**config.mk**
```make
export PLATFORM = sky130hd
export DESIGN_NAME = space_to_tab_entab
export DESIGN_NICKNAME = d
export VERILOG_FILES = /design/src/sv/ste_pkg.sv /design/src/sv/ste_core.sv /design/src/sv/ste_outq.sv /design/src/sv/space_to_tab_entab.sv
export VERILOG_INCLUDE_DIRS = /design/src /design/src/sv
export SDC_FILE = /design/constraint.sdc
export NUM_CORES = 1
export LEC_CHECK = 0
export BUFFER_PORTS_ARGS = -buffer_cell sky130_fd_sc_hd__buf_2
export CAP_MARGIN = 20
export CELL_PAD_IN_SITES_DETAIL_PLACEMENT = 1
export CELL_PAD_IN_SITES_GLOBAL_PLACEMENT = 1
export CORE_MARGIN = 2
export CORE_UTILIZATION = 45
export CTS_CLUSTER_DIAMETER = 200
export DETAILED_ROUTE_END_ITERATION = 7
export PLACE_DENSITY_LB_ADDON = 0.05
export SYNTH_ARGS = -nofsm -noshare
export SYNTH_HDL_FRONTEND = slang
export SYNTH_SLANG_ARGS = --single-unit
```
**constraint.sdc**
```tcl
create_clock -name clk -period 11.4 [get_ports clk]
set_clock_uncertainty 0.05 [all_clocks]
set_input_delay 0 -clock clk [delete_from_list [all_inputs] [get_ports clk]]
set_output_delay 0 -clock clk [all_outputs]
set_load 0.005 [all_outputs]
```
**src/sv/space_to_tab_entab_assert.svh**
```systemverilog
// Assertion macros for the entab RTL; the result queue (ste_outq) uses them.
`ifndef SPACE_TO_TAB_ENTAB_ASSERT_SVH
`define SPACE_TO_TAB_ENTAB_ASSERT_SVH

`ifndef SYNTHESIS
// Check a property on every clock edge outside reset.
`define STE_ASSERT(lbl, prop, msg) \
  lbl: assert property (@(posedge clk) disable iff (!rst_n) prop) else $error(msg);
// Check a property on every clock edge, reset included.
`define STE_ASSERT_ALWAYS(lbl, prop, msg) \
  lbl: assert property (@(posedge clk) prop) else $error(msg);
`else
`define STE_ASSERT(lbl, prop, msg)
`define STE_ASSERT_ALWAYS(lbl, prop, msg)
`endif

`endif

```
**src/sv/ste_pkg.sv**
```systemverilog
// Types and constants for the space-to-tab entab block.
package ste_pkg;

  localparam int MAX_STOPS        = 4;
  localparam int NUM_STOP_REGS    = 4;
  localparam int USABLE_MAX       = (MAX_STOPS < NUM_STOP_REGS) ? MAX_STOPS : NUM_STOP_REGS;
  localparam int OUTQ_DEPTH       = 4;

  localparam logic [7:0]  DEF_COL_WIDTH    = 8'd4;
  localparam logic [2:0]  DEFAULT_STOP_CNT = 3'd1;
  localparam logic [15:0] DEFAULT_STOP_0   = 16'd5;
  localparam logic [15:0] DEFAULT_STOP_1   = 16'd9;
  localparam logic [15:0] DEFAULT_STOP_2   = 16'd13;
  localparam logic [15:0] DEFAULT_STOP_3   = 16'd17;

  localparam logic [15:0] SAT16 = 16'hFFFF;

  localparam logic [7:0] CH_TAB   = 8'd9;
  localparam logic [7:0] CH_NL    = 8'd10;
  localparam logic [7:0] CH_SPACE = 8'd32;

  // Configuration register indexes
  localparam logic [2:0] REG_COL_WIDTH  = 3'd0;
  localparam logic [2:0] REG_STOP_COUNT = 3'd1;
  localparam logic [2:0] REG_STOP_0     = 3'd2;
  localparam logic [2:0] REG_STOP_1     = 3'd3;
  localparam logic [2:0] REG_STOP_2     = 3'd4;
  localparam logic [2:0] REG_STOP_3     = 3'd5;

  localparam int RES_W = 25;

  typedef struct packed {
    logic        last;
    logic [15:0] cnt;
    logic [7:0]  ch;
  } res_t;

  // Up to two results per input byte, already compacted into slot 0 first.
  typedef struct packed {
    logic [1:0] num;
    res_t       r1;
    res_t       r0;
  } res_pair_t;

endpackage

```
**src/sv/ste_core.sv**
```systemverilog
// Column tracking, tab stop selection and result generation for one byte.
module ste_core
  import ste_pkg::*;
(
  input  logic        clk,
  input  logic        rst_n,
  input  logic        cfg_wr_en,
  input  logic [2:0]  cfg_addr,
  input  logic [15:0] cfg_wdata,
  input  logic        step_en,
  input  logic [7:0]  step_byte,
  output res_pair_t   step_res
);

  logic [7:0]  column_width_r;
  logic [2:0]  stop_count_r;
  logic [15:0] stops_r [NUM_STOP_REGS];

  logic [15:0] column_r, column_nxt;
  logic [15:0] next_stop_r, next_stop_nxt;
  logic [1:0]  stop_index_r, stop_index_nxt;
  logic [15:0] pending_r, pending_nxt;

  logic [15:0] col_inc;
  logic        hit;
  logic [2:0]  usable;
  logic [2:0]  idx_inc;
  logic        adv_list;
  logic [16:0] rep_sum;
  logic [15:0] rep_stop;
  logic [15:0] next_a;
  logic [1:0]  idx_a;
  logic [15:0] pend_a;
  logic [15:0] pend_inc;
  logic        first_v;
  res_t        first_r;
  logic        char_v;
  res_t        char_r;

  assign col_inc = (column_r == SAT16) ? SAT16 : column_r + 16'd1;
  assign hit     = (col_inc == next_stop_r);

  always_comb begin
    if (stop_count_r == 3'd0) begin
      usable = 3'd1;
    end else if (stop_count_r > 3'(USABLE_MAX)) begin
      usable = 3'(USABLE_MAX);
    end else begin
      usable = stop_count_r;
    end
  end

  assign idx_inc  = {1'b0, stop_index_r} + 3'd1;
  assign adv_list = (idx_inc < usable);
  assign rep_sum  = {1'b0, next_stop_r} + {9'd0, column_width_r};
  assign rep_stop = rep_sum[16] ? SAT16 : rep_sum[15:0];

  // State after the stop check, before the character itself
  assign next_a   = !hit ? next_stop_r : (adv_list ? stops_r[idx_inc[1:0]] : rep_stop);
  assign idx_a    = (hit && adv_list) ? idx_inc[1:0] : stop_index_r;
  assign pend_a   = hit ? 16'd0 : pending_r;
  assign pend_inc = (pend_a == SAT16) ? SAT16 : pend_a + 16'd1;

  always_comb begin
    column_nxt     = col_inc;
    next_stop_nxt  = next_a;
    stop_index_nxt = idx_a;
    pending_nxt    = 16'd0;
    // stop result, or else the flush of pending spaces
    first_v        = hit && (pending_r != 16'd0);
    first_r.ch     = (pending_r == 16'd1) ? CH_SPACE : CH_TAB;
    first_r.cnt    = 16'd1;
    first_r.last   = 1'b0;
    char_v         = 1'b1;
    char_r.ch      = step_byte;
    char_r.cnt     = 16'd1;
    char_r.last    = 1'b1;
    case (step_byte)
      CH_NL: begin
        column_nxt     = 16'd0;
        stop_index_nxt = 2'd0;
        next_stop_nxt  = stops_r[0];
      end
      CH_SPACE: begin
        pending_nxt = pend_inc;
        char_v      = 1'b0;
      end
      CH_TAB: begin
        column_nxt = (next_a != 16'd0) ? next_a - 16'd1 : 16'd0;
      end
      default: begin
        if (pend_a != 16'd0) begin
          first_v     = 1'b1;
          first_r.ch  = CH_SPACE;
          first_r.cnt = pend_a;
        end
      end
    endcase
  end

  // Compact into slot 0 first, mark the final one
  always_comb begin
    step_res = '0;
    if (first_v) begin
      step_res.r0      = first_r;
      step_res.r0.last = !char_v;
      step_res.r1      = char_r;
      step_res.num     = char_v ? 2'd2 : 2'd1;
    end else begin
      step_res.r0  = char_r;
      step_res.num = char_v ? 2'd1 : 2'd0;
    end
  end

  always_ff @(posedge clk) begin
    if (!rst_n) begin
      column_width_r <= DEF_COL_WIDTH;
      stop_count_r   <= DEFAULT_STOP_CNT;
      stops_r[0]     <= DEFAULT_STOP_0;
      stops_r[1]     <= DEFAULT_STOP_1;
      stops_r[2]     <= DEFAULT_STOP_2;
      stops_r[3]     <= DEFAULT_STOP_3;
      column_r       <= 16'd0;
      next_stop_r    <= DEFAULT_STOP_0;
      stop_index_r   <= 2'd0;
      pending_r      <= 16'd0;
    end else begin
      if (step_en) begin
        column_r     <= column_nxt;
        next_stop_r  <= next_stop_nxt;
        stop_index_r <= stop_index_nxt;
        pending_r    <= pending_nxt;
      end
      if (cfg_wr_en) begin
        case (cfg_addr)
          REG_COL_WIDTH:  column_width_r <= cfg_wdata[7:0];
          REG_STOP_COUNT: stop_count_r   <= cfg_wdata[2:0];
          REG_STOP_0: begin
            stops_r[0] <= cfg_wdata;
            // at line start the new first stop applies at once
            if (!step_en && column_r == 16'd0 && stop_index_r == 2'd0) begin
              next_stop_r <= cfg_wdata;
            end
          end
          REG_STOP_1:     stops_r[1] <= cfg_wdata;
          REG_STOP_2:     stops_r[2] <= cfg_wdata;
          REG_STOP_3:     stops_r[3] <= cfg_wdata;
          default: ;
        endcase
      end
    end
  end

endmodule

```
**src/sv/ste_outq.sv**
```systemverilog
// Small result queue taking up to two results per cycle, draining one.
`include "space_to_tab_entab_assert.svh"

module ste_outq
  import ste_pkg::*;
#(
  parameter int DEPTH = OUTQ_DEPTH
) (
  input  logic      clk,
  input  logic      rst_n,
  input  logic      push_en,
  input  res_pair_t push_res,
  output logic      room,
  output logic      head_valid,
  output res_t      head,
  input  logic      pop_en
);

  localparam int PW = (DEPTH > 1) ? $clog2(DEPTH) : 1;
  localparam int CW = $clog2(DEPTH + 1);

  res_t          mem_r [DEPTH];
  logic [PW-1:0] wr_ptr_r, wr_ptr_nxt;
  logic [PW-1:0] rd_ptr_r, rd_ptr_nxt;
  logic [CW-1:0] count_r, count_nxt;
  logic [PW-1:0] wr_ptr_p1;
  logic [1:0]    push_n;
  logic          pop;

  function automatic logic [PW-1:0] ptr_inc(input logic [PW-1:0] p);
    return (p == PW'(DEPTH - 1)) ? '0 : p + PW'(1);
  endfunction

  assign push_n     = push_en ? push_res.num : 2'd0;
  assign pop        = pop_en && head_valid;
  assign room       = (count_r <= CW'(DEPTH - 2));
  assign head_valid = (count_r != '0);
  assign head       = mem_r[rd_ptr_r];
  assign wr_ptr_p1  = ptr_inc(wr_ptr_r);

  always_comb begin
    wr_ptr_nxt = wr_ptr_r;
    if (push_n == 2'd1) begin
      wr_ptr_nxt = wr_ptr_p1;
    end else if (push_n == 2'd2) begin
      wr_ptr_nxt = ptr_inc(wr_ptr_p1);
    end
    rd_ptr_nxt = pop ? ptr_inc(rd_ptr_r) : rd_ptr_r;
    count_nxt  = count_r + CW'(push_n) - CW'(pop);
  end

  always_ff @(posedge clk) begin
    if (push_n != 2'd0) begin
      mem_r[wr_ptr_r] <= push_res.r0;
    end
    if (push_n == 2'd2) begin
      mem_r[wr_ptr_p1] <= push_res.r1;
    end
  end

  always_ff @(posedge clk) begin
    if (!rst_n) begin
      wr_ptr_r <= '0;
      rd_ptr_r <= '0;
      count_r  <= '0;
    end else begin
      wr_ptr_r <= wr_ptr_nxt;
      rd_ptr_r <= rd_ptr_nxt;
      count_r  <= count_nxt;
    end
  end

  `STE_ASSERT(a_count_bound, count_r <= CW'(DEPTH), "result queue count above depth")
  `STE_ASSERT(a_push_room, (push_n != 2'd0) |-> (count_r <= CW'(DEPTH - 2)), "queue overflow")
  `STE_ASSERT(a_head_hold, (head_valid && !pop_en) |=> (head_valid && $stable(head)), "head lost")
  `STE_ASSERT_ALWAYS(a_reset_empty, !rst_n |=> (count_r == '0), "queue not empty after reset")

endmodule

```
**src/sv/space_to_tab_entab.sv**
```systemverilog
// Top level of the space-to-tab entab stream block.
//
//  channel | dir | transaction fields
//  --------+-----+-----------------------------------------------------------
//  in_     | in  | in_byte
//  out_    | out | out_byte, repeat_count, last (tlast)
//  cfg_    | in  | register index, write data (no handshake, no read-back)
//
// For each accepted input byte the column, stop and pending-space registers
// update at the accepting edge and its zero, one or two results land in a
// small result queue. in_tready stays high while the queue has room for
// two results, so bytes flow one per cycle as long as out_tready keeps up with
// the result count; the queue has a single read port, so the two results of
// one byte leave one at a time. Reset is synchronous and clears all state
// and the configuration registers to their defaults.
module space_to_tab_entab
  import ste_pkg::*;
#(
  parameter int OUTQ_DEPTH_P = OUTQ_DEPTH
) (
  input  logic        clk,
  input  logic        rst_n,
  // input stream
  input  logic        in_tvalid,
  output logic        in_tready,
  input  logic [7:0]  in_tdata,   // [7:0] in_byte
  // result stream
  output logic        out_tvalid,
  input  logic        out_tready,
  output logic [23:0] out_tdata,  // [7:0] out_byte, [23:8] repeat_count
  output logic        out_tlast,  // last result caused by an input byte
  // configuration write port
  input  logic        cfg_wr_en,
  input  logic [2:0]  cfg_addr,
  input  logic [15:0] cfg_wdata
);

  logic      in_xfer;
  res_pair_t step_res;
  res_t      head;
  logic      room;
  logic      head_valid;

  // Accept a byte only when the queue can hold both possible results
  assign in_tready = room;
  assign in_xfer   = in_tvalid && in_tready;

  ste_core u_core (
    .clk       (clk),
    .rst_n     (rst_n),
    .cfg_wr_en (cfg_wr_en),
    .cfg_addr  (cfg_addr),
    .cfg_wdata (cfg_wdata),
    .step_en   (in_xfer),
    .step_byte (in_tdata),
    .step_res  (step_res)
  );

  ste_outq #(
    .DEPTH (OUTQ_DEPTH_P)
  ) u_outq (
    .clk        (clk),
    .rst_n      (rst_n),
    .push_en    (in_xfer),
    .push_res   (step_res),
    .room       (room),
    .head_valid (head_valid),
    .head       (head),
    .pop_en     (out_tready)
  );

  // Present the queue head; hold it until the sink takes it
  assign out_tvalid = head_valid;
  assign out_tdata  = {head.cnt, head.ch};
  assign out_tlast  = head.last;

endmodule
```
==> metrics.txt <==
nets=between 1000 and 1500; CTS Sinks=234; worst-path fanout max=17; global-route wire length before repair=a little over 60000 um; die area=between 30000 and 40000 um^2; Reg clk slew, reported paths=approximately 0.070 ns; Wirelength per Cell=22.2 um; clk buf depth=3; CP Data Required Time=around 12 ns; Die Span Y=~170 um; vias=10500; Core Box Area=about 29000 um^2; I/O pin total=59; Final TNS setup=0 ns; Yosys warning count=0; FF+latch count, synth=234; Worst-Skew Late Latency=about 0.54 ns; top post-synthesis cells by count=dfxtp_1 (130), nand2_1 (111), nor2_1 (107); Num CTS Buffers=26; wl on met1=16900 um; crit path DAT=between 7 and 8 ns; status=completed; layout cells sized above 1=a little over an eighth; worst slew pin tran=roughly 1.1 ns; vias in the first global route=around 11000; Worst setup SP type=register; H-tree levels=1; total gr overflow=0; Pint=0.00160 W; row cnt=between 60 and 70; fmax=between 0.1 and 0.15 GHz; total iterations of the first detailed-routing run=5; Port Buffers=slightly below 60; register area share after synthesis=between 40% and 50%; crit path capture type=register; root buf cell=clkbuf_16; Global Route Usage Sum=~26%; TritonCTS clock tree=built; Power Total=~0.0023 W; Antenna Cells=0; ANT nets after route=0; wire length on met3=1220 um; sw power=a little under 0.0007 W; Crit Path Category=reg2reg; Distinct cells, synth=between 80 and 90; area grow syn2layout=13.0%; Final Hold Viols=0; routed vias/inst=5.99; min Tclk post-route=roughly 7 ns; final wirelength=a little under 40000 um; Sequential Area=roughly 5700 um^2; Yosys top cell area share=24.0%; final setup fails=0; area leader, netlist=edfxtp_1; Main synth FF type=dfxtp_1; Net Count, Synth=about 1400; PwrDens=around 160 nW/um^2; RSZ-0062 raised after global routing=no; pin count of the biggest net entering global routing=55; Mapped Cells=around 1300; DRC viols=0; placed cell area=approximately 14000 um^2; Max Slew Vio Count=0; mapped cell area=13000 um^2; sw frac=30.4%; multi-input logic area=6760 um^2; peak supply drop=roughly 140 uV; initial antenna violation count=0; die span in x=174 um; final instance area=14700 um^2; Mean Syn Cell Area=a little under 10 um^2; Highest Signal Layer=met4; Slew headroom=27.2%; clock share of power=35.1%; initial core utilization=about 46%; Post-synth EDFFs=104; Max Cap Viol=0; sequential share of power=between 40% and 50%; leak pwr=between 5 and 6 nW; Filler cells=3183; Routed met2 length=approximately 20000 um; DRT iter0 DRCs=672; Hold Path Class=in2reg; most common cell in the netlist=dfxtp_1; Async S/R FF share, synth=0%; Logic pwr share=20.4%; Final Cycle Share=60.9%; Final GP Congestion=about 0.90; post-detail-place hpwl=27500 um; Synth area leaders=edfxtp_1 (24%), dfxtp_1 (20%), mux4_2 (7.1%)
==> per-layer routing <==
layer | GRT usage [%] | vias to the layer above
li1 | - | 4981
met1 | 32.6 | 5282
met2 | 46.2 | 204
met3 | 2.80 | 75
met4 | 8.54 | 0
met5 | 0 | -
==> power by group through the flow <==
stage	clock network [W]	logic [W]	registers, W
6_report	0.000805	0.000466	0.00102
5_1_grt	0.000857	0.000519	0.00103
4_1_cts	0.000821	0.000470	0.00102
3_5_place_dp	0	0.000460	0.00104
3_3_place_gp	0	0.000450	0.00103
2_1_floorplan	0	0.000365	0.000978
==> logic make-up after synthesis <==
| group | after synthesis | share of synthesized area [%] |
|---|---|---|
| adder cells (fa/ha/maj) | 35 | 3.48 |
| XOR/XNOR | 40 | 2.92 |
| AND/OR/NAND/NOR | 474 | 19.1 |
| buffers and inverters | 131 | 4.02 |
| AO/OA/AOI/OAI | 338 | 17.4 |
| flip-flops | 234 | 44.1 |
| multiplexers | 64 | 8.96 |
==> final cells by class <==
type | count | area share [%]
Timing Repair Buffer | 108 | 5.22
Tap cell | 384 | 3.27
Inverter | 37 | 0.946
Clock buffer | 36 | 4.90
Clock inverter | 10 | 0.605
Sequential cell | 234 | 39.0
Multi-Input combinational cell | 951 | 46.1
==> worst max-delay path: stages, from the launching register on <==
cell	delay, ns
dfxtp_1	0.47
ha_1	0.39
nand4_1	0.15
nor4_1	0.78
a211oi_1	0.09
a221o_1	0.33
and3_1	0.20
and4_1	0.28
nand2_1	0.51
and2_1	0.27
inv_1	0.07
ha_1	0.20
a211o_2	0.35
o21ai_1	0.51
ha_1	0.38
nand2_1	0.10
ha_1	0.24
nor2_1	0.10
a21oi_2	0.65
inv_1	0.43
==> sequential cells by signal, summed over array words and instances (netlist names), 3 cells and up, named ones only <==
| register | cells |
|---|---|
| u_core.column_r | 16 |
| u_core.pending_r | 16 |
| u_core.next_stop_r | 16 |
| u_outq.count_r | 3 |
| u_core.stop_count_r | 3 |
| u_core.stops_r | 64 |
| u_core.column_width_r | 8 |
| u_outq.mem_r | 100 |
==> per-stage QoR <==
stage                     instances  util [%]  hold slack, ns  worst slack (ns)
after floorplan                1316         -          0.0740              5.65
after global placement         1680      47.4           0.248              4.78
after detailed placement       1681      47.5           0.250              4.49
after CTS                      1758      51.4         0.00863              4.47
after global routing           1760      51.4          0.0652              3.80
final                          1760      51.4          0.0223              4.46
==> cell usage in the layout (no fill, tap or decap), types with 6 or more instances in the layout <==
cell           instances
xor2_1                15
a22o_1                57
or3_1                 12
nand4_1               12
nor2_1               107
a211oi_1              22
nor4_1                19
clkinv_2               7
dlygate4sd3_1         31
edfxtp_1             104
nand3_1               30
buf_4                 17
mux2i_1               14
clkbuf_1               6
and4_1                 8
mux4_2                41
o22ai_1               17
xnor2_1               23
o21ai_0               65
and3_1                15
a21oi_1               78
and2_1                68
o21ai_1                6
a31oi_1               22
dfxtp_1              129
clkbuf_16             26
nand2_1              111
a21o_1                 6
mux2_2                 9
buf_2                 58
ha_1                  33
nor3_1                25
nor2b_1               30
inv_1                 36
==> timing repair <==
action,in CTS,in global routing
setup buffers,0,0
gates resized for setup,0,0
hold endpoints to repair,142,0
hold buffers,31,0
==> worst paths after layout <==
check,depth (start not counted),slack (ns),end,start
max,19,4.46,u_outq.mem_r[1][7],u_core.column_r[0]
min,3,0.02,u_outq.mem_r[1][0],in_tdata[0]
max reg2reg,19,4.46,u_outq.mem_r[1][7],u_core.column_r[0]
min reg2reg,2,0.41,u_outq.mem_r[0][9],u_outq.mem_r[0][9]
Note: power is estimated with default switching activity, not from simulation.
